[src/hw/rtl/nfa_pkg.sv]
// Shared types and constants for the NFA string acceptor.
// Used by nfa_scan and nfa_string_acceptor; depends on nothing else.
package nfa_pkg;

    localparam int NUM_STATES_DEF      = 32;
    localparam int MAX_TRANSITIONS_DEF = 64;

    localparam int ACTION_W   = 2;
    localparam int STATE_ID_W = 5;
    localparam int SYMBOL_W   = 8;
    localparam int NUM_INIT_W = 6;
    localparam int MASK_W     = 32;
    localparam int CFG_IDX_W  = 1;
    localparam int CFG_DATA_W = 32;
    localparam int S_TDATA_W  = 24;
    localparam int M_TDATA_W  = 8;

    typedef enum logic [ACTION_W-1:0] {
        ACT_ADD    = 2'd0,
        ACT_CLEAR  = 2'd1,
        ACT_SYMBOL = 2'd2,
        ACT_END    = 2'd3
    } t_action;

    typedef enum logic [CFG_IDX_W-1:0] {
        CFG_NUM_INITIAL = 1'b0,
        CFG_ACCEPT_MASK = 1'b1
    } t_cfg_idx;

    typedef enum logic {
        ST_IDLE = 1'b0,
        ST_SCAN = 1'b1
    } t_state;

    // One stored transition, 18 bits.
    typedef struct packed {
        logic [STATE_ID_W-1:0] from_state;
        logic [STATE_ID_W-1:0] to_state;
        logic [SYMBOL_W-1:0]   symbol;
    } t_trans;

    typedef struct packed {
        logic   en;
        t_trans entry;
    } t_wr;

    typedef struct packed {
        logic                start;
        logic [SYMBOL_W-1:0] symbol;
    } t_scan_cmd;

    typedef struct packed {
        logic busy;
        logic done;
    } t_scan_sts;

endpackage

[src/hw/rtl/nfa_string_acceptor.sv]
// Top level of the NFA string acceptor: stream ports, config registers,
// active-state set and result register. Depends on nfa_pkg and nfa_scan.
//
// Simulates a nondeterministic automaton without empty moves over a stream
// of command transactions. Each input transaction adds a (from, symbol, to)
// transition, clears the transition table, feeds one string symbol, or ends
// the string; only end of string produces an output transaction, carrying
// the accept decision and the sticky table-overflow flag. A string symbol
// walks the stored transition list once through the single read port of
// the transition memory, one entry per cycle; no input is taken during that
// walk. An end of string waits only while the previous result still sits
// unread in the output register; other commands pass it. Transitions past
// MAX_TRANSITIONS are dropped and set the overflow flag until the next
// clear. Write num_initial and accept_mask only while the block is idle.
module nfa_string_acceptor #(
    parameter int NUM_STATES      = nfa_pkg::NUM_STATES_DEF,
    parameter int MAX_TRANSITIONS = nfa_pkg::MAX_TRANSITIONS_DEF
) (
    input  logic                           i_clk,
    input  logic                           i_rst_n,
    // Config write port
    input  logic                           i_cfg_we,
    input  logic [nfa_pkg::CFG_IDX_W-1:0]  i_cfg_idx,
    input  logic [nfa_pkg::CFG_DATA_W-1:0] i_cfg_wdata,
    // Command stream
    input  logic                           s_axis_tvalid,
    output logic                           s_axis_tready,
    // [1:0] action, [6:2] from_state, [11:7] to_state, [19:12] symbol, rest zero
    input  logic [nfa_pkg::S_TDATA_W-1:0]  s_axis_tdata,
    // Result stream
    output logic                           m_axis_tvalid,
    input  logic                           m_axis_tready,
    // [0] accepted, [1] table_overflow, rest zero
    output logic [nfa_pkg::M_TDATA_W-1:0]  m_axis_tdata
);
    import nfa_pkg::*;

    localparam int AW = (MAX_TRANSITIONS > 1) ? $clog2(MAX_TRANSITIONS) : 1;
    localparam int CW = $clog2(MAX_TRANSITIONS + 1);

    t_state                r_state;
    t_state                n_state;
    logic [CW-1:0]         r_count;
    logic [NUM_STATES-1:0] r_active;
    logic                  r_in_string;
    logic                  r_ovf;
    logic [NUM_INIT_W-1:0] r_num_init;
    logic [MASK_W-1:0]     r_acc_mask;
    logic                  r_out_valid;
    logic                  r_out_acc;
    logic                  r_out_ovf;

    t_action               in_action;
    t_trans                in_trans;
    logic                  in_acc;
    t_wr                   wr;
    t_scan_cmd             scan_cmd;
    t_scan_sts             scan_sts;
    logic [NUM_STATES-1:0] scan_next;
    logic [NUM_STATES-1:0] init_set;
    logic [NUM_STATES-1:0] start_set;
    logic [NUM_STATES-1:0] mask_set;
    logic [63:0]           mask_ext;
    logic                  out_pop;

    // Unpack the command transaction.
    assign in_action           = t_action'(s_axis_tdata[1:0]);
    assign in_trans.from_state = s_axis_tdata[6:2];
    assign in_trans.to_state   = s_axis_tdata[11:7];
    assign in_trans.symbol     = s_axis_tdata[19:12];

    assign in_acc  = s_axis_tvalid && s_axis_tready;
    assign out_pop = r_out_valid && m_axis_tready;

    // Initial set saturates at NUM_STATES; states above 31 never accept.
    always_comb begin
        for (int s = 0; s < NUM_STATES; s++) begin
            init_set[s] = (7'(s) < {1'b0, r_num_init});
        end
        mask_ext  = {32'b0, r_acc_mask};
        mask_set  = mask_ext[NUM_STATES-1:0];
        start_set = r_in_string ? r_active : init_set;
    end

    // Next-state logic.
    always_comb begin
        n_state = r_state;
        unique case (r_state)
            ST_IDLE: begin
                if (in_acc && in_action == ACT_SYMBOL) begin
                    n_state = ST_SCAN;
                end
            end
            ST_SCAN: begin
                if (scan_sts.done) begin
                    n_state = ST_IDLE;
                end
            end
            default: n_state = ST_IDLE;
        endcase
    end

    // Handshake and command outputs of the FSM.
    always_comb begin
        s_axis_tready   = 1'b0;
        scan_cmd.start  = 1'b0;
        scan_cmd.symbol = in_trans.symbol;
        wr.en           = 1'b0;
        wr.entry        = in_trans;
        unique case (r_state)
            ST_IDLE: begin
                // Hold an end of string only while the last result is unread.
                s_axis_tready  = (in_action != ACT_END) || !r_out_valid || m_axis_tready;
                // Ready is always high for add and symbol while idle.
                scan_cmd.start = s_axis_tvalid && (in_action == ACT_SYMBOL);
                wr.en          = s_axis_tvalid && (in_action == ACT_ADD)
                                 && (r_count < CW'(MAX_TRANSITIONS));
            end
            ST_SCAN: begin
                s_axis_tready = 1'b0;
            end
            default: s_axis_tready = 1'b0;
        endcase
    end

    always_ff @(posedge i_clk) begin
        if (!i_rst_n) begin
            r_state <= ST_IDLE;
        end else begin
            r_state <= n_state;
        end
    end

    // Config registers.
    always_ff @(posedge i_clk) begin
        if (!i_rst_n) begin
            r_num_init <= NUM_INIT_W'(1);
            r_acc_mask <= '0;
        end else if (i_cfg_we) begin
            unique case (t_cfg_idx'(i_cfg_idx))
                CFG_NUM_INITIAL: r_num_init <= i_cfg_wdata[NUM_INIT_W-1:0];
                CFG_ACCEPT_MASK: r_acc_mask <= i_cfg_wdata[MASK_W-1:0];
                default:         r_num_init <= r_num_init;
            endcase
        end
    end

    // Table count, overflow, active set and string tracking.
    always_ff @(posedge i_clk) begin
        if (!i_rst_n) begin
            r_count     <= '0;
            r_ovf       <= 1'b0;
            r_active    <= '0;
            r_in_string <= 1'b0;
        end else if (r_state == ST_SCAN) begin
            if (scan_sts.done) begin
                r_active <= scan_next;
            end
        end else if (in_acc) begin
            unique case (in_action)
                ACT_ADD: begin
                    if (r_count < CW'(MAX_TRANSITIONS)) begin
                        r_count <= r_count + 1'b1;
                    end else begin
                        r_ovf <= 1'b1;
                    end
                end
                ACT_CLEAR: begin
                    r_count <= '0;
                    r_ovf   <= 1'b0;
                end
                ACT_SYMBOL: begin
                    // Load the start set; the walk reads it once the first entry is read back.
                    r_active    <= start_set;
                    r_in_string <= 1'b1;
                end
                ACT_END: begin
                    r_active    <= '0;
                    r_in_string <= 1'b0;
                end
                default: r_count <= r_count;
            endcase
        end
    end

    // Result register: decouple the result from the command side.
    always_ff @(posedge i_clk) begin
        if (!i_rst_n) begin
            r_out_valid <= 1'b0;
        end else if (in_acc && in_action == ACT_END) begin
            r_out_valid <= 1'b1;
        end else if (out_pop) begin
            r_out_valid <= 1'b0;
        end
    end

    always_ff @(posedge i_clk) begin
        if (in_acc && in_action == ACT_END) begin
            r_out_acc <= |(start_set & mask_set);
            r_out_ovf <= r_ovf;
        end
    end

    assign m_axis_tvalid = r_out_valid;
    assign m_axis_tdata  = {6'b0, r_out_ovf, r_out_acc};

    nfa_scan #(
        .NUM_STATES      (NUM_STATES),
        .MAX_TRANSITIONS (MAX_TRANSITIONS),
        .AW              (AW),
        .CW              (CW)
    ) u_scan (
        .i_clk     (i_clk),
        .i_rst_n   (i_rst_n),
        .i_wr      (wr),
        .i_wr_addr (r_count[AW-1:0]),
        .i_cmd     (scan_cmd),
        .i_lim     (r_count),
        .i_active  (r_active),
        .o_sts     (scan_sts),
        .o_next    (scan_next)
    );

    a_done_in_scan: assert property (@(posedge i_clk) disable iff (!i_rst_n)
        scan_sts.done |-> (r_state == ST_SCAN))
        else $error("scan finished outside of a walk");

    a_symbol_starts_walk: assert property (@(posedge i_clk) disable iff (!i_rst_n)
        (in_acc && in_action == ACT_SYMBOL) |=> (r_state == ST_SCAN && scan_sts.busy))
        else $error("symbol did not start a list walk");

    a_count_bound: assert property (@(posedge i_clk) disable iff (!i_rst_n)
        r_count <= CW'(MAX_TRANSITIONS))
        else $error("transition count past capacity");

    a_ovf_full: assert property (@(posedge i_clk) disable iff (!i_rst_n)
        r_ovf |-> (r_count == CW'(MAX_TRANSITIONS)))
        else $error("overflow flag set with room in the table");

endmodule

[src/hw/rtl/nfa_scan.sv]
// Transition memory and list-walk engine of the NFA string acceptor.
// Depends on nfa_pkg; instantiated by nfa_string_acceptor.
module nfa_scan #(
    parameter int NUM_STATES      = nfa_pkg::NUM_STATES_DEF,
    parameter int MAX_TRANSITIONS = nfa_pkg::MAX_TRANSITIONS_DEF,
    parameter int AW              = (MAX_TRANSITIONS > 1) ? $clog2(MAX_TRANSITIONS) : 1,
    parameter int CW              = $clog2(MAX_TRANSITIONS + 1)
) (
    input  logic               i_clk,
    input  logic               i_rst_n,
    input  nfa_pkg::t_wr       i_wr,
    input  logic [AW-1:0]      i_wr_addr,
    input  nfa_pkg::t_scan_cmd i_cmd,
    input  logic [CW-1:0]      i_lim,
    input  logic [NUM_STATES-1:0] i_active,
    output nfa_pkg::t_scan_sts o_sts,
    output logic [NUM_STATES-1:0] o_next
);
    import nfa_pkg::*;

    t_trans mem [MAX_TRANSITIONS];

    t_trans                r_rd_data;
    logic                  r_rd_vld;
    logic                  r_busy;
    logic                  r_done;
    logic [CW-1:0]         r_idx;
    logic [CW-1:0]         r_lim;
    logic [SYMBOL_W-1:0]   r_sym;
    logic [NUM_STATES-1:0] r_next;
    logic [NUM_STATES-1:0] n_next;

    logic                  rd_en;
    logic                  hit;
    logic [63:0]           act_ext;
    logic [NUM_STATES-1:0] to_dec;

    assign rd_en = r_busy && (r_idx < r_lim);

    always_ff @(posedge i_clk) begin
        if (i_wr.en) begin
            mem[i_wr_addr] <= i_wr.entry;
        end
    end

    always_ff @(posedge i_clk) begin
        if (rd_en) begin
            r_rd_data <= mem[r_idx[AW-1:0]];
        end
    end

    // Fold the entry read last cycle into the next-state set.
    always_comb begin
        act_ext = 64'(i_active);
        for (int s = 0; s < NUM_STATES; s++) begin
            to_dec[s] = (7'(r_rd_data.to_state) == 7'(s));
        end
        hit = r_rd_vld
            && (r_rd_data.symbol == r_sym)
            && (7'(r_rd_data.from_state) < 7'(NUM_STATES))
            && (7'(r_rd_data.to_state) < 7'(NUM_STATES))
            && act_ext[{1'b0, r_rd_data.from_state}];
        n_next = r_next | (hit ? to_dec : '0);
    end

    always_ff @(posedge i_clk) begin
        if (!i_rst_n) begin
            r_busy   <= 1'b0;
            r_done   <= 1'b0;
            r_rd_vld <= 1'b0;
            r_idx    <= '0;
        end else if (i_cmd.start) begin
            r_busy   <= 1'b1;
            r_done   <= 1'b0;
            r_rd_vld <= 1'b0;
            r_idx    <= '0;
        end else if (r_busy) begin
            r_rd_vld <= rd_en;
            r_done   <= 1'b0;
            if (rd_en) begin
                r_idx <= r_idx + 1'b1;
            end
            if (!rd_en && !r_rd_vld) begin
                r_busy <= 1'b0;
                r_done <= 1'b1;
            end
        end else begin
            r_done <= 1'b0;
        end
    end

    always_ff @(posedge i_clk) begin
        if (i_cmd.start) begin
            r_lim  <= i_lim;
            r_sym  <= i_cmd.symbol;
            r_next <= '0;
        end else if (r_busy && r_rd_vld) begin
            r_next <= n_next;
        end
    end

    assign o_sts.busy = r_busy;
    assign o_sts.done = r_done;
    assign o_next     = r_next;

endmodule
[config.mk]
export PLATFORM = sky130hd
export DESIGN_NAME = nfa_string_acceptor
export DESIGN_NICKNAME = d
export VERILOG_FILES = /design/src/hw/rtl/nfa_pkg.sv /design/src/hw/rtl/nfa_string_acceptor.sv /design/src/hw/rtl/nfa_scan.sv
export SDC_FILE = /design/constraint.sdc
export NUM_CORES = 2
export LEC_CHECK = 0
export BUFFER_PORTS_ARGS = -buffer_cell sky130_fd_sc_hd__buf_4
export CAP_MARGIN = 0
export CORE_MARGIN = 4
export CORE_UTILIZATION = 56
export CTS_CLUSTER_SIZE = 16
export DETAILED_ROUTE_END_ITERATION = 10
export GPL_ROUTABILITY_DRIVEN = 0
export PLACE_DENSITY = 0.86
export SYNTH_ARGS = -nofsm -noshare
export SYNTH_HDL_FRONTEND = slang
export SYNTH_SLANG_ARGS = --single-unit
[constraint.sdc]
create_clock -name i_clk -period 3.1 [get_ports i_clk]
set_clock_uncertainty 0.05 [all_clocks]
set_input_delay 0 -clock i_clk [delete_from_list [all_inputs] [get_ports i_clk]]
set_output_delay 0 -clock i_clk [all_outputs]
set_load 0.01 [all_outputs]
==> results.cfg <==
[timing]
rsz0062_at_grt = no
period_minus_slack_ns = 3.21
final_hold_viol_count = 0
fin_setup_tns_ns = -0.110
setup_violations = 1
fin_ws_ns = -0.110
period_share_pct = 104
slew_violations = 0
tightest_slew_ns = 1.08
relSlewSlack_pct = 28.0
max_freq_mhz = 311

[drt]
drt-met1-wl_um = 46700
drtIter0Drc = 5454
via_count = 28900
wl_um = 145000
met2_length_um = 69300
ant_nets = 0
drcViolationCount = 0
first_pass_iters = 9
wl_per_cell_um = 36.1
wl_met3_um = 19200
highest_layer = met5
via_per_inst = 7.18

[setup_path]
reg2reg_slack_ns = -0.11
critPathSlowestCell = dfxtp_4
worstPathBufferInverterCount = 1
cp-start-kind = flip-flop
path_cells = buf_12 -> ha_1 -> a21oi_1 -> o211ai_1 -> o311ai_1 -> o41ai_1
cp_slowest_stage_delay_ns = 0.67
required_ns = 3.61
path_delay_family = compound AO/OA/AOI/OAI gates
critPathMaxFanout = 46
path_class = reg2reg
r2r_start = u_scan.r_idx[2]
cp-startpoint = u_scan.r_idx[2]
endpoint_kind = flip-flop
worstPathArrival_ns = 3.72

[yosys]
synth_edf_count = 1187
synth_commonest_cells = 1187 x edfxtp_1, 368 x mux4_2, 147 x nand2_1
synth.area.top_cells = edfxtp_1 70%, mux4_2 16%, dfxtp_1 4.8%, nand2_1 1.1%, nor2_1 0.90%
synthArstFlopShare_pct = 0
synth_area_per_cell_sq_um = 20.2
syn_inst = 2520
yosys_warnings = 0
synth_most_common_cell = edfxtp_1
seq_area_frac_synth_pct = 74.7
ys_types = 64
synthFlopType = edfxtp_1
synth_top_area_cell = edfxtp_1
yosysTopAreaCellShare_pct = 69.9
synth-seq-cells = 1310
synth_area_sq_um = 51000

[clock_tree]
cts_made_buffers = 121
htreeDepth = 3
post_cts_buffers = 0
clk_latency_ns = 0.72
cts_tree = yes
clock_path_buffers = 3
clk_pin_slew_ns = 0.07
cts_root_buf = clkbuf_16
cts.sinks = 1310

[pwr]
p_comb_share_pct = 3.5
worst_ir_drop_vdd_v = 0.000521
swShare_pct = 21.0
leakage_nw = 18.0
p_int_w = 0.0287
pwr-share-seq_pct = 53.3
clkPwrFrac_pct = 43.1
p_sw_w = 0.00764
power-per-cell-area_nw_per_um2 = 622

[grt]
overflow = 0
grt_pass1_vias = 29300
antenna_found_initial = 10
grt_pass1_wl_um = 210000
grt_max_degree = 73
grtUsageTotal_pct = 30.8

[flow_run]
cap_viol_max_count = 0

[floorplanning]
core.rowCount = 110
die_x_um = 310
coreArea_sq_um = 90100
die_y_um = 310
num_io_pins = 72
die_area_sq_um = 96000
start_util_pct = 56.6

[hold_path]
holdCritStartpoint = i_cfg_wdata[9]
holdCritPathClass = in2reg

[final_layout]
drive_gt1_share_pct = 29.9
nFillCells = 5143
multi_input_area_sq_um = 12300
utilization_pct = 64.9
seqCellArea_sq_um = 38100
nets = 2814
syn2layout_area_growth_pct = 14.6

[status]
violations = setup timing
status = complete, but fails checks

[place]
hpwl_um = 71600
port_buffers = 61
post-place-ws_ns = 0.194
## registers in the layout, summed over array words and instances (netlist names), 6 cells and up
| signal | flops |
|---|---|
| r_active | 32 |
| u_scan.r_sym | 8 |
| mask_set | 32 |
| u_scan.r_lim | 7 |
| r_num_init | 6 |
| u_scan.o_next | 32 |
| u_scan.r_rd_data | 18 |
| r_count | 7 |
| u_scan.r_idx | 7 |
| u_scan.mem | 1152 |
## layer usage
layer	up-vias	GRT usage [%]
li1	10800	-
met1	14400	39.3
met2	2999	48.3
met3	725	8.70
met4	4	17.3
met5	-	0
## cells by family after synthesis
| kind of cell | after synthesis | synth area share, % |
|---|---|---|
| AO/OA/AOI/OAI | 240 | 3.08 |
| adder cells (fa/ha/maj) | 8 | 0.196 |
| buffers and inverters | 179 | 1.49 |
| multiplexers | 413 | 17.2 |
| AND/OR/NAND/NOR | 354 | 3.06 |
| other | 1 | 0.00735 |
| XOR/XNOR | 15 | 0.258 |
| flip-flops | 1310 | 74.7 |
## worst reg2reg max path: stages, from the launching register on
cell	delay (ns)
dfxtp_4	0.67
buf_12	0.47
ha_1	0.38
a21oi_1	0.40
o211ai_1	0.32
o311ai_1	0.56
o41ai_1	0.20
## cells in the final DEF, fill, tap and decap left out, drive strengths merged, types with 8 or more instances in the layout
cell,Yosys,layout
xnor2,10,10
bufinv,0,16
mux4,368,368
dlygate4sd3,0,63
mux2,17,17
mux2i,28,28
clkinv,0,50
nor2,122,122
nor2b,12,12
a22oi,27,27
nand2b,12,12
clkbuf,87,155
dfxtp,123,123
nand3,10,10
inv,20,24
a211oi,35,35
edfxtp,1187,1187
ha,8,8
nand2,147,147
buf,72,192
a21oi,68,68
o21ai,59,59
## final timing paths
| path | endpoint | cells after the start |
|---|---|---|
| max | u_scan.r_idx[6] | 6 |
| min | mask_set[9] | 4 |
| max reg2reg | u_scan.r_idx[6] | 6 |
| min reg2reg | u_scan.o_next[30] | 2 |
## area by class of cell
| type | instances | area share (%) |
|---|---|---|
| diodes | 5 | 0.0214 |
| clock inverters | 71 | 1.37 |
| clock buffers | 155 | 5.70 |
| inverters | 20 | 0.128 |
| flip-flops and latches | 1310 | 65.2 |
| repair buffers | 255 | 3.95 |
| well taps | 1176 | 2.52 |
| multi-input cells | 1036 | 21.1 |
## power by group through the flow
stage,Clock [W],Sequential [W],Combinational [W]
5_1_grt,0.0165,0.0194,0.00135
2_1_floorplan,0,0.0197,0.000629
3_5_place_dp,0,0.0198,0.00113
6_report,0.0157,0.0194,0.00129
4_1_cts,0.0157,0.0194,0.00124
3_3_place_gp,0,0.0198,0.00106
## repair_timing
item,in CTS,in global routing
resized for setup,3,9
endpoints found under the setup margin,2,165
hold buffers,63,0
hold endpoints to repair,1236,0
## stage by stage
| step | hold WS (ns) | total power, W | cell area (sq um) | cells |
|---|---|---|---|---|
| 2_1_floorplan | 0.0119 | 0.0204 | 51000 | 2525 |
| 5_1_grt | 0.0483 | 0.0373 | 58400 | 4023 |
| 3_3_place_gp | 0.181 | 0.0208 | 53700 | 3734 |
| 6_report | 0.0418 | 0.0364 | 58500 | 4028 |
| 4_1_cts | 0.0217 | 0.0363 | 58400 | 4023 |
| 3_5_place_dp | 0.187 | 0.0209 | 53700 | 3734 |
No activity file was read; power rests on OpenSTA's default activity.
